### src/rtl/apa_pkg.sv
// ----------------------------------------------------------------------------
// apa_pkg
// shared sizes, codes and types of the led string frame serializer
// ----------------------------------------------------------------------------
package apa_pkg;

  localparam int NUM_STRINGS     = 6;
  localparam int LEDS_PER_STRING = 32;
  localparam int TOTAL_LEDS      = NUM_STRINGS * LEDS_PER_STRING;

  localparam int ADDR_W = (TOTAL_LEDS > 1) ? $clog2(TOTAL_LEDS) : 1;
  localparam int IDX_W  = (LEDS_PER_STRING > 1) ? $clog2(LEDS_PER_STRING) : 1;
  localparam int STR_W  = 3;
  localparam int WORD_W = 32;

  // both queues have a power-of-two depth so the pointers wrap on their own
  localparam int CMDQ_DEPTH = 4;
  localparam int CMDQ_PTR_W = $clog2(CMDQ_DEPTH);
  localparam int CMDQ_CNT_W = $clog2(CMDQ_DEPTH + 1);
  localparam int OUTQ_DEPTH = 4;
  localparam int OUTQ_PTR_W = $clog2(OUTQ_DEPTH);
  localparam int OUTQ_CNT_W = $clog2(OUTQ_DEPTH + 1);

  // input command codes
  localparam logic [1:0] CMD_PLACE_POS = 2'd0;
  localparam logic [1:0] CMD_PLACE_IDX = 2'd1;
  localparam logic [1:0] CMD_EMIT      = 2'd2;

  localparam logic [7:0]        HDR_MARK   = 8'hE0;
  localparam logic [WORD_W-1:0] START_WORD = 32'h0000_0000;
  localparam logic [WORD_W-1:0] END_WORD   = 32'hFFFF_FFFF;

  typedef enum logic {
    OP_WRITE,
    OP_EMIT
  } op_e;

  // classified command passed from front to back
  typedef struct packed {
    op_e               op;
    logic [ADDR_W-1:0] addr;
    logic [STR_W-1:0]  str;
    logic [WORD_W-1:0] word;
  } cmd_t;

  typedef struct packed {
    logic [STR_W-1:0]  str;
    logic [WORD_W-1:0] word;
    logic              last;
  } out_t;

endpackage

### src/rtl/apa_front.sv
// ----------------------------------------------------------------------------
// apa_front
// classifies input items, builds pixel words and store addresses
// ----------------------------------------------------------------------------
module apa_front (
  input  logic               push_i,
  input  logic [1:0]         cmd_i,
  input  logic [7:0]         position_i,
  input  logic [2:0]         string_sel_i,
  input  logic [5:0]         led_index_i,
  input  logic [4:0]         bright_i,
  input  logic [7:0]         red_i,
  input  logic [7:0]         green_i,
  input  logic [7:0]         blue_i,
  input  logic               q_full_i,
  output logic               q_push_o,
  output apa_pkg::cmd_t      q_cmd_o
);
  import apa_pkg::*;

  logic keep;

  always_comb begin
    keep          = 1'b0;
    q_cmd_o.op    = OP_WRITE;
    q_cmd_o.addr  = '0;
    q_cmd_o.str   = string_sel_i;
    q_cmd_o.word  = {HDR_MARK | {3'b000, bright_i}, blue_i, green_i, red_i};
    unique case (cmd_i)
      CMD_PLACE_POS: begin
        keep         = 32'(position_i) < 32'(TOTAL_LEDS);
        q_cmd_o.addr = ADDR_W'(position_i);
      end
      CMD_PLACE_IDX: begin
        keep         = (32'(string_sel_i) < 32'(NUM_STRINGS)) &&
                       (32'(led_index_i) < 32'(LEDS_PER_STRING));
        q_cmd_o.addr = ADDR_W'(32'(string_sel_i) * LEDS_PER_STRING + 32'(led_index_i));
      end
      CMD_EMIT: begin
        keep         = 32'(string_sel_i) < 32'(NUM_STRINGS);
        q_cmd_o.op   = OP_EMIT;
        q_cmd_o.addr = ADDR_W'(32'(string_sel_i) * LEDS_PER_STRING);
      end
      default: begin
        keep = 1'b0;
      end
    endcase
  end

  // items that do nothing are taken but never queued
  assign q_push_o = push_i && keep && !q_full_i;

endmodule

### config.mk
export PLATFORM = sky130hd
export DESIGN_NAME = apa_front
export DESIGN_NICKNAME = d
export VERILOG_FILES = /design/src/rtl/apa_pkg.sv /design/src/rtl/apa_front.sv
export SDC_FILE = /design/constraint.sdc
export NUM_CORES = 1
export LEC_CHECK = 0
export BUFFER_PORTS_ARGS = -buffer_cell sky130_fd_sc_hd__buf_4
export CAP_MARGIN = 20
export CORE_MARGIN = 3
export CORE_UTILIZATION = 25
export DETAILED_ROUTE_END_ITERATION = 10
export PLACE_DENSITY = 0.82
export SETUP_SLACK_MARGIN = 0.05
export SYNTH_ARGS = -nofsm -noshare
export SYNTH_HDL_FRONTEND = slang
export SYNTH_SLANG_ARGS = --single-unit
### constraint.sdc
create_clock -name vclk -period 1.9
set_clock_uncertainty 0.2 [all_clocks]
set_input_delay 0.57 -clock vclk [all_inputs]
set_output_delay 0.57 -clock vclk [all_outputs]
set_load 0.1 [all_outputs]
==> reports/metrics.json <==
{
  "run_status": "finished, violations left",
  "violations": "negative setup slack",
  "final_min_period_over_clock_period": 1.26,
  "die-height_um": 51.1,
  "clock_power_share": 0,
  "worstPathMaxFanout": 2,
  "placementRows": 15,
  "antenna_left": 0,
  "placedCellCount": 100,
  "drt_iter0_markers": 0,
  "holdBufCountCts": 0,
  "wl_per_cell_um": 14.4,
  "yosys-mux-area-fraction": 0.158,
  "area.sequential_um2": 0,
  "fin_cells": 101,
  "finalWirelength_um": 1450,
  "reported_max_cap_violation_count": 0,
  "globalRouteTotalUtil": 0.108,
  "synth.cell_area_um2": 508,
  "post_synth.cell_area_avg_um2": 7.47,
  "synthToLayoutAreaGrowth_pct": 89.7,
  "final-setup-viol-count": 10,
  "setup_slack_ps": -486,
  "global_route_wire_length_before_repair_um": 2210,
  "drtPass1Iterations": 1,
  "leakage_nw": 0.405,
  "most_area_consuming_cells_after_synthesis": "sky130_fd_sc_hd__buf_4 (52%), sky130_fd_sc_hd__mux2i_1 (16%), sky130_fd_sc_hd__ha_1 (4.9%)",
  "layout-drive-gt1-share": 0.855,
  "dr_total_vias": 438,
  "critical_path.endpoint_type": "output port",
  "vias_in_the_first_global_route": 493,
  "required_ps": 1130,
  "gp_congestion": 0.701,
  "die-width_um": 51.1,
  "synth_largest_type_area_fraction": 0.517,
  "detail_route.drc_violations": 0,
  "final_hold_viol_count": 0,
  "net-switching-power_uw": 246,
  "synthCells": 68,
  "fp.coreArea_mm2": 0.00182,
  "rsz0062_at_grt": "true",
  "synthAdderAreaFrac": 0.0493,
  "dieArea_mm2": 0.00261,
  "synth-compound-area-share": 0.0739,
  "power_density_mw_per_mm2": 425,
  "combinationalPowerShare": 1.000,
  "floorplan.initialDensity": 0.279,
  "number_of_antenna_violations_at_the_first_check_in_global_routing": 0,
  "maxClockFrequency_mhz": 419,
  "criticalPathCategory": "input port to output port",
  "hold_path.class": "input port to output port",
  "power_switching_share": 0.600,
  "hold-worst-slack_ps": 940,
  "via_per_inst": 4.34,
  "io-pin-count": 95,
  "clock_buffer_count": 0,
  "post_synth_num_cell_types": 14,
  "grt_start_max_net_pins": 7,
  "global_route.overflow_total": 0,
  "layout.sequential_cells": 0,
  "final_nets": 130,
  "power.sequential.fraction": 0,
  "synth_sequential_area_ratio": 0,
  "cell_internal_pwr_uw": 163,
  "synth_xor_xnor_area_share": 0.0172,
  "synth_top_family_by_area": "buffers and inverters",
  "estimated_wirelength_of_the_detail_placed_design_um": 1080,
  "arrival_time_of_the_worst_setup_path_ps": 1620,
  "timing_max_transition_violations_final": 0,
  "synthesis.yosys.warnings": 0,
  "critPathLaunchType": "input port",
  "timing.final.crit_period_ps": 2390,
  "numPortBuffers": 34,
  "vdd_ir_drop_max_mv": 0.226,
  "synth_simple_gate_area_frac": 0.133,
  "antennaDiodeCount": 0,
  "synth_top_area_cell": "sky130_fd_sc_hd__buf_4"
}
-- routing by layer --
layer	vias to the layer above	part of all wire	global-route usage	routed length (µm)
li1	200	-	-	-
met5	-	0	0	0
met3	8	0.11	0.0262	156
met1	186	0.30	0.0997	431
met2	44	0.55	0.219	804
met4	0	0.042	0.0448	61
-- what timing repair did --
| item | 4_1_cts | 5_1_grt |
|---|---|---|
| setup buffers | 2 | 0 |
| pin swaps | 8 | 6 |
| resized for setup | 58 | 7 |
| endpoints found under the setup margin | 10 | 10 |
-- power groups by stage --
stage	Clock, mW	Sequential, mW	Combinational, mW
after CTS	0	0	0.394
after detailed placement	0	0	0.306
final	0	0	0.409
after global routing	0	0	0.423
after floorplan	0	0	0.526
after global placement	0	0	0.304
-- synth_stat cells (all sizes together) --
| cell type | count |
|---|---|
| nand2 | 4 |
| xor2 | 1 |
| nand3b | 1 |
| and2b | 2 |
| ha | 2 |
| a211oi | 1 |
| o21ai | 3 |
| a21oi | 2 |
| buf | 37 |
| conb | 1 |
| nand2b | 1 |
| nor2 | 5 |
| mux2i | 8 |
-- logic make-up after synthesis --
| logic type | Yosys count |
|---|---|
| buffers and inverters | 37 |
| xor gates and xnor gates | 1 |
| muxes | 8 |
| other | 1 |
| and+or+nand+nor | 13 |
| adders and majority gates | 2 |
| AOI/OAI and AO/OA | 6 |
-- per-stage QoR --
step | setup TNS [ps] | setup slack, ps | utilization | area, µm² | power [mW]
CTS | -2020 | -505 | 0.502 | 915 | 0.394
detailed placement | -3110 | -618 | 0.355 | 646 | 0.306
floorplan | -4190 | -619 | - | 593 | 0.526
global route | -2260 | -539 | 0.529 | 963 | 0.423
global placement | -3030 | -600 | 0.355 | 646 | 0.304
finish | -2010 | -486 | 0.529 | 963 | 0.409
-- worst paths after layout --
path,start,end,slack (ps),depth (start not counted)
max,string_sel_i[0],q_cmd_o[42],-490,7
min,green_i[4],q_cmd_o[12],940,0
-- placed cells by master, fill, tap and decap left out --
cell	n
sky130_fd_sc_hd__o21ai_4	3
sky130_fd_sc_hd__xor2_1	1
sky130_fd_sc_hd__nand2_4	1
sky130_fd_sc_hd__buf_4	25
sky130_fd_sc_hd__nand3b_1	1
sky130_fd_sc_hd__a211oi_2	1
sky130_fd_sc_hd__a21oi_4	2
sky130_fd_sc_hd__nand2_1	2
sky130_fd_sc_hd__mux2i_1	3
sky130_fd_sc_hd__nor2_2	1
sky130_fd_sc_hd__and2b_4	2
sky130_fd_sc_hd__nand2b_1	1
sky130_fd_sc_hd__conb_1	3
sky130_fd_sc_hd__buf_12	13
sky130_fd_sc_hd__ha_4	2
sky130_fd_sc_hd__nor2_4	4
sky130_fd_sc_hd__buf_6	2
sky130_fd_sc_hd__buf_8	3
sky130_fd_sc_hd__mux2i_4	5
sky130_fd_sc_hd__nand2_2	1
-- final cells by class --
| class | count | area (µm²) |
|---|---|---|
| tap | 25 | 31.3 |
| timing repair buffer | 43 | 515 |
| fill | 159 | 857 |
| multi-input combinational | 33 | 417 |
-- worst max-delay path, stage by stage --
cell and delay (ps):
sky130_fd_sc_hd__buf_8 100, sky130_fd_sc_hd__ha_4 160, sky130_fd_sc_hd__ha_4 150, sky130_fd_sc_hd__xor2_1 150, sky130_fd_sc_hd__mux2i_1 230, sky130_fd_sc_hd__o21ai_4 80
sky130_fd_sc_hd__buf_12 170
Note: power is estimated with default switching activity, not from simulation.
