===== src/rtl/apa_pkg.sv =====
// ----------------------------------------------------------------------------
// apa_pkg
// shared sizes, codes and types of the led string frame serializer
// ----------------------------------------------------------------------------
package apa_pkg;

  localparam int NUM_STRINGS     = 6;
  localparam int LEDS_PER_STRING = 32;
  localparam int TOTAL_LEDS      = NUM_STRINGS * LEDS_PER_STRING;

  localparam int ADDR_W = (TOTAL_LEDS > 1) ? $clog2(TOTAL_LEDS) : 1;
  localparam int IDX_W  = (LEDS_PER_STRING > 1) ? $clog2(LEDS_PER_STRING) : 1;
  localparam int STR_W  = 3;
  localparam int WORD_W = 32;

  // both queues have a power-of-two depth so the pointers wrap on their own
  localparam int CMDQ_DEPTH = 4;
  localparam int CMDQ_PTR_W = $clog2(CMDQ_DEPTH);
  localparam int CMDQ_CNT_W = $clog2(CMDQ_DEPTH + 1);
  localparam int OUTQ_DEPTH = 4;
  localparam int OUTQ_PTR_W = $clog2(OUTQ_DEPTH);
  localparam int OUTQ_CNT_W = $clog2(OUTQ_DEPTH + 1);

  // input command codes
  localparam logic [1:0] CMD_PLACE_POS = 2'd0;
  localparam logic [1:0] CMD_PLACE_IDX = 2'd1;
  localparam logic [1:0] CMD_EMIT      = 2'd2;

  localparam logic [7:0]        HDR_MARK   = 8'hE0;
  localparam logic [WORD_W-1:0] START_WORD = 32'h0000_0000;
  localparam logic [WORD_W-1:0] END_WORD   = 32'hFFFF_FFFF;

  typedef enum logic {
    OP_WRITE,
    OP_EMIT
  } op_e;

  // classified command passed from front to back
  typedef struct packed {
    op_e               op;
    logic [ADDR_W-1:0] addr;
    logic [STR_W-1:0]  str;
    logic [WORD_W-1:0] word;
  } cmd_t;

  typedef struct packed {
    logic [STR_W-1:0]  str;
    logic [WORD_W-1:0] word;
    logic              last;
  } out_t;

endpackage


===== src/rtl/apa_cmd_queue.sv =====
// ----------------------------------------------------------------------------
// apa_cmd_queue
// short command queue between front and back
// ----------------------------------------------------------------------------
module apa_cmd_queue (
  input  logic          clk_i,
  input  logic          rst_ni,
  input  logic          push_i,
  input  apa_pkg::cmd_t cmd_i,
  output logic          full_o,
  input  logic          pop_i,
  output logic          empty_o,
  output apa_pkg::cmd_t head_o
);
  import apa_pkg::*;

  cmd_t                  slot_q [CMDQ_DEPTH];
  logic [CMDQ_PTR_W-1:0] wr_ptr_q, rd_ptr_q;
  logic [CMDQ_CNT_W-1:0] cnt_q;
  logic                  do_push, do_pop;

  assign full_o  = cnt_q == CMDQ_CNT_W'(CMDQ_DEPTH);
  assign empty_o = cnt_q == '0;
  assign head_o  = slot_q[rd_ptr_q];
  assign do_push = push_i && !full_o;
  assign do_pop  = pop_i && !empty_o;

  always_ff @(posedge clk_i or negedge rst_ni) begin
    if (!rst_ni) begin
      wr_ptr_q <= '0;
      rd_ptr_q <= '0;
      cnt_q    <= '0;
    end else begin
      if (do_push) wr_ptr_q <= wr_ptr_q + 1'b1;
      if (do_pop)  rd_ptr_q <= rd_ptr_q + 1'b1;
      if (do_push && !do_pop)      cnt_q <= cnt_q + 1'b1;
      else if (do_pop && !do_push) cnt_q <= cnt_q - 1'b1;
    end
  end

  always_ff @(posedge clk_i) begin
    if (do_push) slot_q[wr_ptr_q] <= cmd_i;
  end

  a_cnt_bound: assert property (@(posedge clk_i) disable iff (!rst_ni)
    cnt_q <= CMDQ_CNT_W'(CMDQ_DEPTH))
    else $error("command queue count past depth");

endmodule


===== config.mk =====
export PLATFORM = sky130hd
export DESIGN_NAME = apa_cmd_queue
export DESIGN_NICKNAME = d
export VERILOG_FILES = /design/src/rtl/apa_pkg.sv /design/src/rtl/apa_cmd_queue.sv
export SDC_FILE = /design/constraint.sdc
export NUM_CORES = 1
export LEC_CHECK = 0
export ABC_AREA = 1
export BUFFER_PORTS_ARGS = -buffer_cell sky130_fd_sc_hd__buf_2
export CORE_MARGIN = 2
export CORE_UTILIZATION = 50
export DETAILED_ROUTE_END_ITERATION = 6
export PLACE_DENSITY_LB_ADDON = 0.25
export SLEW_MARGIN = 30
export SYNTH_ARGS = -nofsm -noshare
export SYNTH_HDL_FRONTEND = slang
export SYNTH_SLANG_ARGS = --single-unit

===== constraint.sdc =====
create_clock -name clk_i -period 3.4 [get_ports clk_i]
set_clock_uncertainty 0.2 [all_clocks]
set_input_delay 0.68 -clock clk_i [delete_from_list [all_inputs] [get_ports clk_i]]
set_output_delay 0.68 -clock clk_i [all_outputs]
set_load 0.03 [all_outputs]

==> results of run 1 <==
## cell usage in the layout, fill, tap and decap left out, drive strengths merged
| cell | instances |
|---|---|
| edfxtp | 176 |
| nand2 | 150 |
| inv | 105 |
| buf | 102 |
| o211ai | 88 |
| clkbuf | 19 |
| clkinv | 10 |
| nand3 | 7 |
| dfrtp | 7 |
| ha | 5 |
| nor2 | 4 |
| bufinv | 3 |
| o21ai | 1 |
| xnor2 | 1 |
| nand4 | 1 |
| fa | 1 |
| dlygate4sd3 | 1 |
## metal layers
metal  wire length [um]  vias up  global-route usage
met5                  0        -                   0
met4                 79        0              0.0575
met3                860        9              0.0611
met2               7040      104               0.320
met1               5810     2135               0.216
li1                   -     2173                   -
## per-stage QoR
stage	hold slack (ns)	setup WS (ns)	cell area, um2	power [mW]
6_report	0.268	0.422	8810	8.24
5_1_grt	0.249	0.209	8810	8.74
4_1_cts	0.245	0.371	8810	8.35
3_5_place_dp	0.307	0.848	8230	6.43
3_3_place_gp	0.297	0.891	8230	6.35
2_1_floorplan	0.184	0.0792	7580	5.60
## critical path, cell delays in order (launching register included)
cell,delay (ns)
dfrtp_1,0.43
inv_6,0.41
buf_4,0.34
nand2_1,0.09
o211ai_1,0.09
nand2_1,0.11
buf_2,0.19
## final cells by class
type                       instances  area (um2)  share of cell area
timing repair buffer             103         606              0.0688
inverter                         105         399              0.0453
clock buffer                      19         433              0.0492
tap                              188         235              0.0267
multi-input combinational        258        1540               0.174
sequential                       183        5460               0.620
clock inverter                    13         136              0.0155
## synth_stat cells
master    instances  share of area
xnor2_1           1         0.0012
inv_1           100          0.050
nand3_1           7         0.0046
edfxtp_1        176           0.70
fa_1              1         0.0026
o211ai_1         62          0.061
dfrtp_1           7          0.023
buf_4             2         0.0020
o21ai_0           1        0.00066
nand2_1         150          0.074
o211ai_2         26          0.043
ha_1              5         0.0083
clkbuf_1          4         0.0020
nand4_1           1        0.00083
buf_2             7         0.0046
inv_2             5         0.0025
buf_6            13          0.019
buf_1             2        0.00099
nor2_1            4         0.0020
## report_power, final
part	switching (mW)	leakage, nW	internal (mW)
combinational	2.32	1.66	0.906
sequential	0.134	1.70	2.97
clock	0.768	0.280	1.14
total	3.23	3.63	5.01
## logic make-up (layout without fill, tap and decap cells)
| group | count (synthesis) | count (layout) |
|---|---|---|
| xor gates and xnor gates | 1 | 1 |
| and+or+nand+nor | 162 | 162 |
| DFF | 183 | 183 |
| AOI/OAI and AO/OA | 89 | 89 |
| buffers and inverters | 133 | 240 |
| adders and majority gates | 6 | 6 |
## sequential cells by signal (all words and copies together), names as in the netlist
signal    cells
slot_q      176
cnt_q         3
rd_ptr_q      2
wr_ptr_q      2
## what timing repair did
item / 4_1_cts / 5_1_grt
hold endpoints to repair: 7 / 0
hold buffers: 1 / 0
gates resized for setup: 0 / 0
## path summary, 6_finish.rpt
kind	start	endpoint	slack, ns	cells after the start
max	rd_ptr_q[0]$_DFFE_PN0P_	head_o[1]	0.42	6
min	cmd_i[13]	slot_q[1][13]$_DFFE_PP_	0.27	1
max reg2reg	cnt_q[0]$_DFFE_PN0P_	cnt_q[1]$_DFFE_PN0P_	1.09	9
min reg2reg	cnt_q[2]$_DFFE_PN0P_	cnt_q[2]$_DFFE_PN0P_	0.32	2
max in group asynchronous	rst_ni	rd_ptr_q[1]$_DFFE_PN0P_	2.40	2
min in group asynchronous	rst_ni	cnt_q[2]$_DFFE_PN0P_	0.43	2
==> results.py, run 1 <==
metrics = {
    "run_status": {
        "status": "finished, final reports clean",
    },
    "cells_and_area": {
        "fillers": 1165,
        "final_layout_size_suffix_gt1_frac": 0.238,
        "syn_to_final_growth_pct": 16.2,
        "finalNonFillerCells": 869,
        "diodes": 0,
        "fin_util": 0.586,
        "finish.net_count": 722,
    },
    "die": {
        "rows": 45,
        "core_area_um2": 15000,
        "ioPinCount": 94,
        "fp.dieH_um": 127,
        "start_util": 0.504,
        "die_w_um": 127,
        "die_area_um2": 16200,
    },
    "global_routing": {
        "grt_max_degree": 72,
        "grt_usage": 0.183,
        "grt_pass1_vias": 4563,
        "antenna_found_initial": 0,
        "grt_overflow": 0,
        "grt_pass1_wl_mm": 22.3,
    },
    "synthesis": {
        "syn_nets": 628,
        "synthAdderAreaFrac": 0.0109,
        "syn-cell-area_um2": 7580,
        "syn_inst": 574,
        "synth_top_family_by_area": "compound AO/OA/AOI/OAI gates",
        "synthXorXnorAreaFrac": 0.00116,
        "ys_types": 19,
        "synth_compound_area_frac": 0.105,
        "yosysWarnings": 0,
        "syn_avg_cell_area_um2": 13.2,
        "synthSimpleGateAreaFrac": 0.0817,
        "synth_seq_cells": 183,
        "ys_seq_area_frac": 0.720,
        "synth_mux_area_frac": 0,
    },
    "pwr": {
        "p_per_area_nw_per_um2": 936,
        "ir_worst_vdd_mv": 0.771,
        "p_leak_nw": 3.63,
    },
    "routing": {
        "routed-via-count": 4421,
        "drt-vias-per-instance": 5.09,
        "wl_per_cell_um": 15.9,
        "wl_mm": 13.8,
        "drc": 0,
        "ant_nets": 0,
        "drt_iter0_markers": 276,
        "firstDrtPassIters": 4,
    },
    "clocking": {
        "cts_sinks": 183,
        "htreeDepth": 4,
        "root_buffer": "clkbuf_16",
        "cts_tree": "yes",
        "cts_buffer_depth": 2,
        "clk_pin_slew_ns": 0.06,
        "insertion_delay_ns": 0.42,
        "cts_setup_buffers": 0,
        "cts_made_buffers": 17,
    },
    "worst_setup_path": {
        "end_kind": "primary output",
        "cp-start-kind": "register",
        "cp_max_fo": 71,
        "crit_type": "reg -> out",
        "critPathRequiredTime_ns": 2.52,
        "cp.arrival_ns": 2.10,
    },
    "timing": {
        "final_hold_viol_count": 0,
        "worst_pin_slew_ns": 0.698,
        "clock.fmax_mhz": 336,
        "finalCritPeriodShare": 0.876,
        "finalSetupViolations": 0,
        "rsz0062_at_grt": "false",
        "slew_violations": 0,
        "period_minus_slack_ns": 2.98,
        "setup_tns_ns": 0,
        "relSlewSlack": 0.535,
    },
    "job": {
        "max_cap_viol_count": 0,
    },
    "place": {
        "globalplace.congestion": 0.741,
        "port_buffers": 93,
        "hpwl_mm": 7.91,
        "numPlacedInstances": 836,
    },
    "min_path": {
        "hold_class": "in -> reg",
    },
}
Note: power is estimated with default switching activity, not from simulation.
==> run 2, diff against run 1 <==
--- a/config.mk
+++ b/config.mk
@@ -7,6 +7,7 @@
 export LEC_CHECK = 0
 export ABC_AREA = 1
 export BUFFER_PORTS_ARGS = -buffer_cell sky130_fd_sc_hd__buf_2
+export CORE_ASPECT_RATIO = 1.5
 export CORE_MARGIN = 2
 export CORE_UTILIZATION = 50
 export DETAILED_ROUTE_END_ITERATION = 6
==> results.py, run 2 (synthesis gave the netlist of run 1 again) <==
metrics = {
    "place": {
        "port_buffers": 93,
        "hpwl_mm": 8.95,
        "numPlacedInstances": 852,
        "globalplace.congestion": 0.724,
    },
    "timing": {
        "clock.fmax_mhz": 338,
        "finalSetupViolations": 0,
        "hold_slack_ns": 0.281,
        "period_minus_slack_ns": 2.96,
        "rsz0062_at_grt": "false",
        "final_hold_viol_count": 0,
        "slew_violations": 0,
        "setup_tns_ns": 0,
        "relSlewSlack": 0.573,
        "worst_pin_slew_ns": 0.640,
        "finalCritPeriodShare": 0.870,
    },
    "worst_setup_path": {
        "critPathTopFamily": "buffers and inverters",
        "r2r_slack_ns": 1.05,
        "path_buf_inv": 3,
        "critPathMaxStageDelay_ns": 0.43,
        "cp_max_fo": 71,
        "crit_top_cell": "nand2_1",
        "r2r_cells": 9,
        "cp.arrival_ns": 2.08,
        "path_cells": "inv_6 > buf_12 > nand2_1 > o211ai_1 > nand2_1 > buf_2",
        "reg2reg_from": "cnt_q[0]$_DFFE_PN0P_",
        "critPathRequiredTime_ns": 2.52,
        "slowest_stage": "dfrtp_1",
        "end_kind": "primary output",
        "r2r-end": "cnt_q[1]$_DFFE_PN0P_",
        "crit_type": "reg -> out",
        "cp-start-kind": "register",
    },
    "routing": {
        "ant_nets": 0,
        "wl_per_cell_um": 16.0,
        "drt-vias-per-instance": 5.00,
        "wl_mm": 14.2,
        "drt_iter0_markers": 208,
        "routed-via-count": 4426,
        "firstDrtPassIters": 4,
        "drc": 0,
    },
    "pwr": {
        "ir_worst_vdd_mv": 0.609,
        "p_leak_nw": 3.66,
        "clockPowerShare": 0.230,
        "p_int_mw": 4.97,
        "swShare": 0.399,
        "combPwrFrac": 0.394,
        "p_per_area_nw_per_um2": 934,
        "power_frac_seq": 0.376,
        "net-switching-power_mw": 3.29,
    },
    "cells_and_area": {
        "finish.net_count": 727,
        "syn_to_final_growth_pct": 16.6,
        "diodes": 0,
        "largest_register_ffs": 176,
        "top_register": "slot_q",
        "finalNonFillerCells": 885,
        "final_common_cell": "edfxtp_1",
        "final_layout_size_suffix_gt1_frac": 0.254,
        "reg_top3": "slot_q (176), cnt_q (3)",
        "final_cell_mix": "edfxtp_1, nand2_1, inv_1, buf_2, o211ai_1",
    },
    "run_status": {
        "status": "finished, final reports clean",
    },
    "global_routing": {
        "grt_usage": 0.180,
        "antenna_found_initial": 1,
        "grt_overflow": 0,
        "grt_max_degree": 72,
        "grt_pass1_wl_mm": 22.4,
        "grt_pass1_vias": 4591,
    },
    "clocking": {
        "htreeDepth": 4,
        "hold_buffers": 1,
        "cts_resized": 0,
        "cts_made_buffers": 17,
        "cts_tree": "yes",
        "cts_buffer_depth": 2,
        "clk_pin_slew_ns": 0.07,
        "cts_sinks": 183,
        "insertion_delay_ns": 0.41,
        "cts_setup_buffers": 0,
        "root_buffer": "clkbuf_16",
    },
    "die": {
        "ioPinCount": 94,
        "die_area_um2": 16200,
        "fp.dieH_um": 155,
        "rows": 55,
        "start_util": 0.508,
        "die_w_um": 105,
        "core_area_um2": 14900,
    },
    "min_path": {
        "whs_endpoint": "slot_q[3][41]$_DFFE_PP_",
        "hp-start": "cmd_i[41]",
        "hold_path_depth": 1,
        "hold_class": "in -> reg",
    },
    "job": {
        "max_cap_viol_count": 0,
    },
}
==> run 2: cell types whose count changed in the layout (fill, tap and decap cells not counted) <==
cell and delta:
buf_4 +7, clkinv_4 +1, inv_6 +5, clkinv_1 -5
clkbuf_1 -2, buf_12 -2, clkinv_2 +2, bufinv_16 -1
==> run 2: layout make-up <==
cell class	count	area [um2]
clock inverters	15	150
repair buffers	108	618
well taps	199	249
flip-flops and latches	183	5460
inverters	105	399
multi-input cells	258	1540
fillers	1214	6090
clock buffers	17	425
==> run 2: power by group through the flow <==
stage	combinational (mW)	sequential (mW)	clock (mW)
after floorplan	2.46	3.14	0
after global placement	3.21	3.13	0
after CTS	3.32	3.11	1.93
after global routing	3.57	3.14	2.03
final	3.26	3.11	1.90
after detailed placement	3.31	3.15	0
==> run 2: worst max-delay path by stage <==
stage                             from                      to  slack (ns)  depth (start not counted)
2_1_floorplan                   push_i  slot_q[0][0]$_DFFE_PP_        0.08                          2
3_3_place_gp   rd_ptr_q[0]$_DFFE_PN0P_              head_o[42]        0.94                          5
3_5_place_dp   rd_ptr_q[0]$_DFFE_PN0P_              head_o[14]        0.88                          6
4_1_cts        rd_ptr_q[0]$_DFFE_PN0P_              head_o[42]        0.42                          6
5_1_grt        rd_ptr_q[0]$_DFFE_PN0P_              head_o[12]        0.31                          6
6_report       rd_ptr_q[0]$_DFFE_PN0P_              head_o[14]        0.44                          6
==> run 2: metal layers <==
metal  global-route usage  part of all wire
met1                0.201              0.39
met2                0.326              0.56
met3               0.0556             0.040
met4               0.0605            0.0097
met5                    0           0.00078
==> run 2: stage by stage <==
step	cell area (um2)	setup WS (ns)	power [mW]	util
after CTS	8840	0.415	8.36	0.592
after floorplan	7580	0.0792	5.60	-
after detailed placement	8250	0.879	6.46	0.553
after global placement	8250	0.938	6.34	0.553
after global routing	8840	0.306	8.74	0.592
final	8840	0.442	8.26	0.592
==> run 2: worst register-to-register path, delay by kind of cell (launching register included) <==
family | cells | cell delay [ns]
simple gates | 3 | 0.59
compound gates | 1 | 0.09
buf+inv | 3 | 0.26
fa+ha+maj | 2 | 0.65
flops | 1 | 0.43
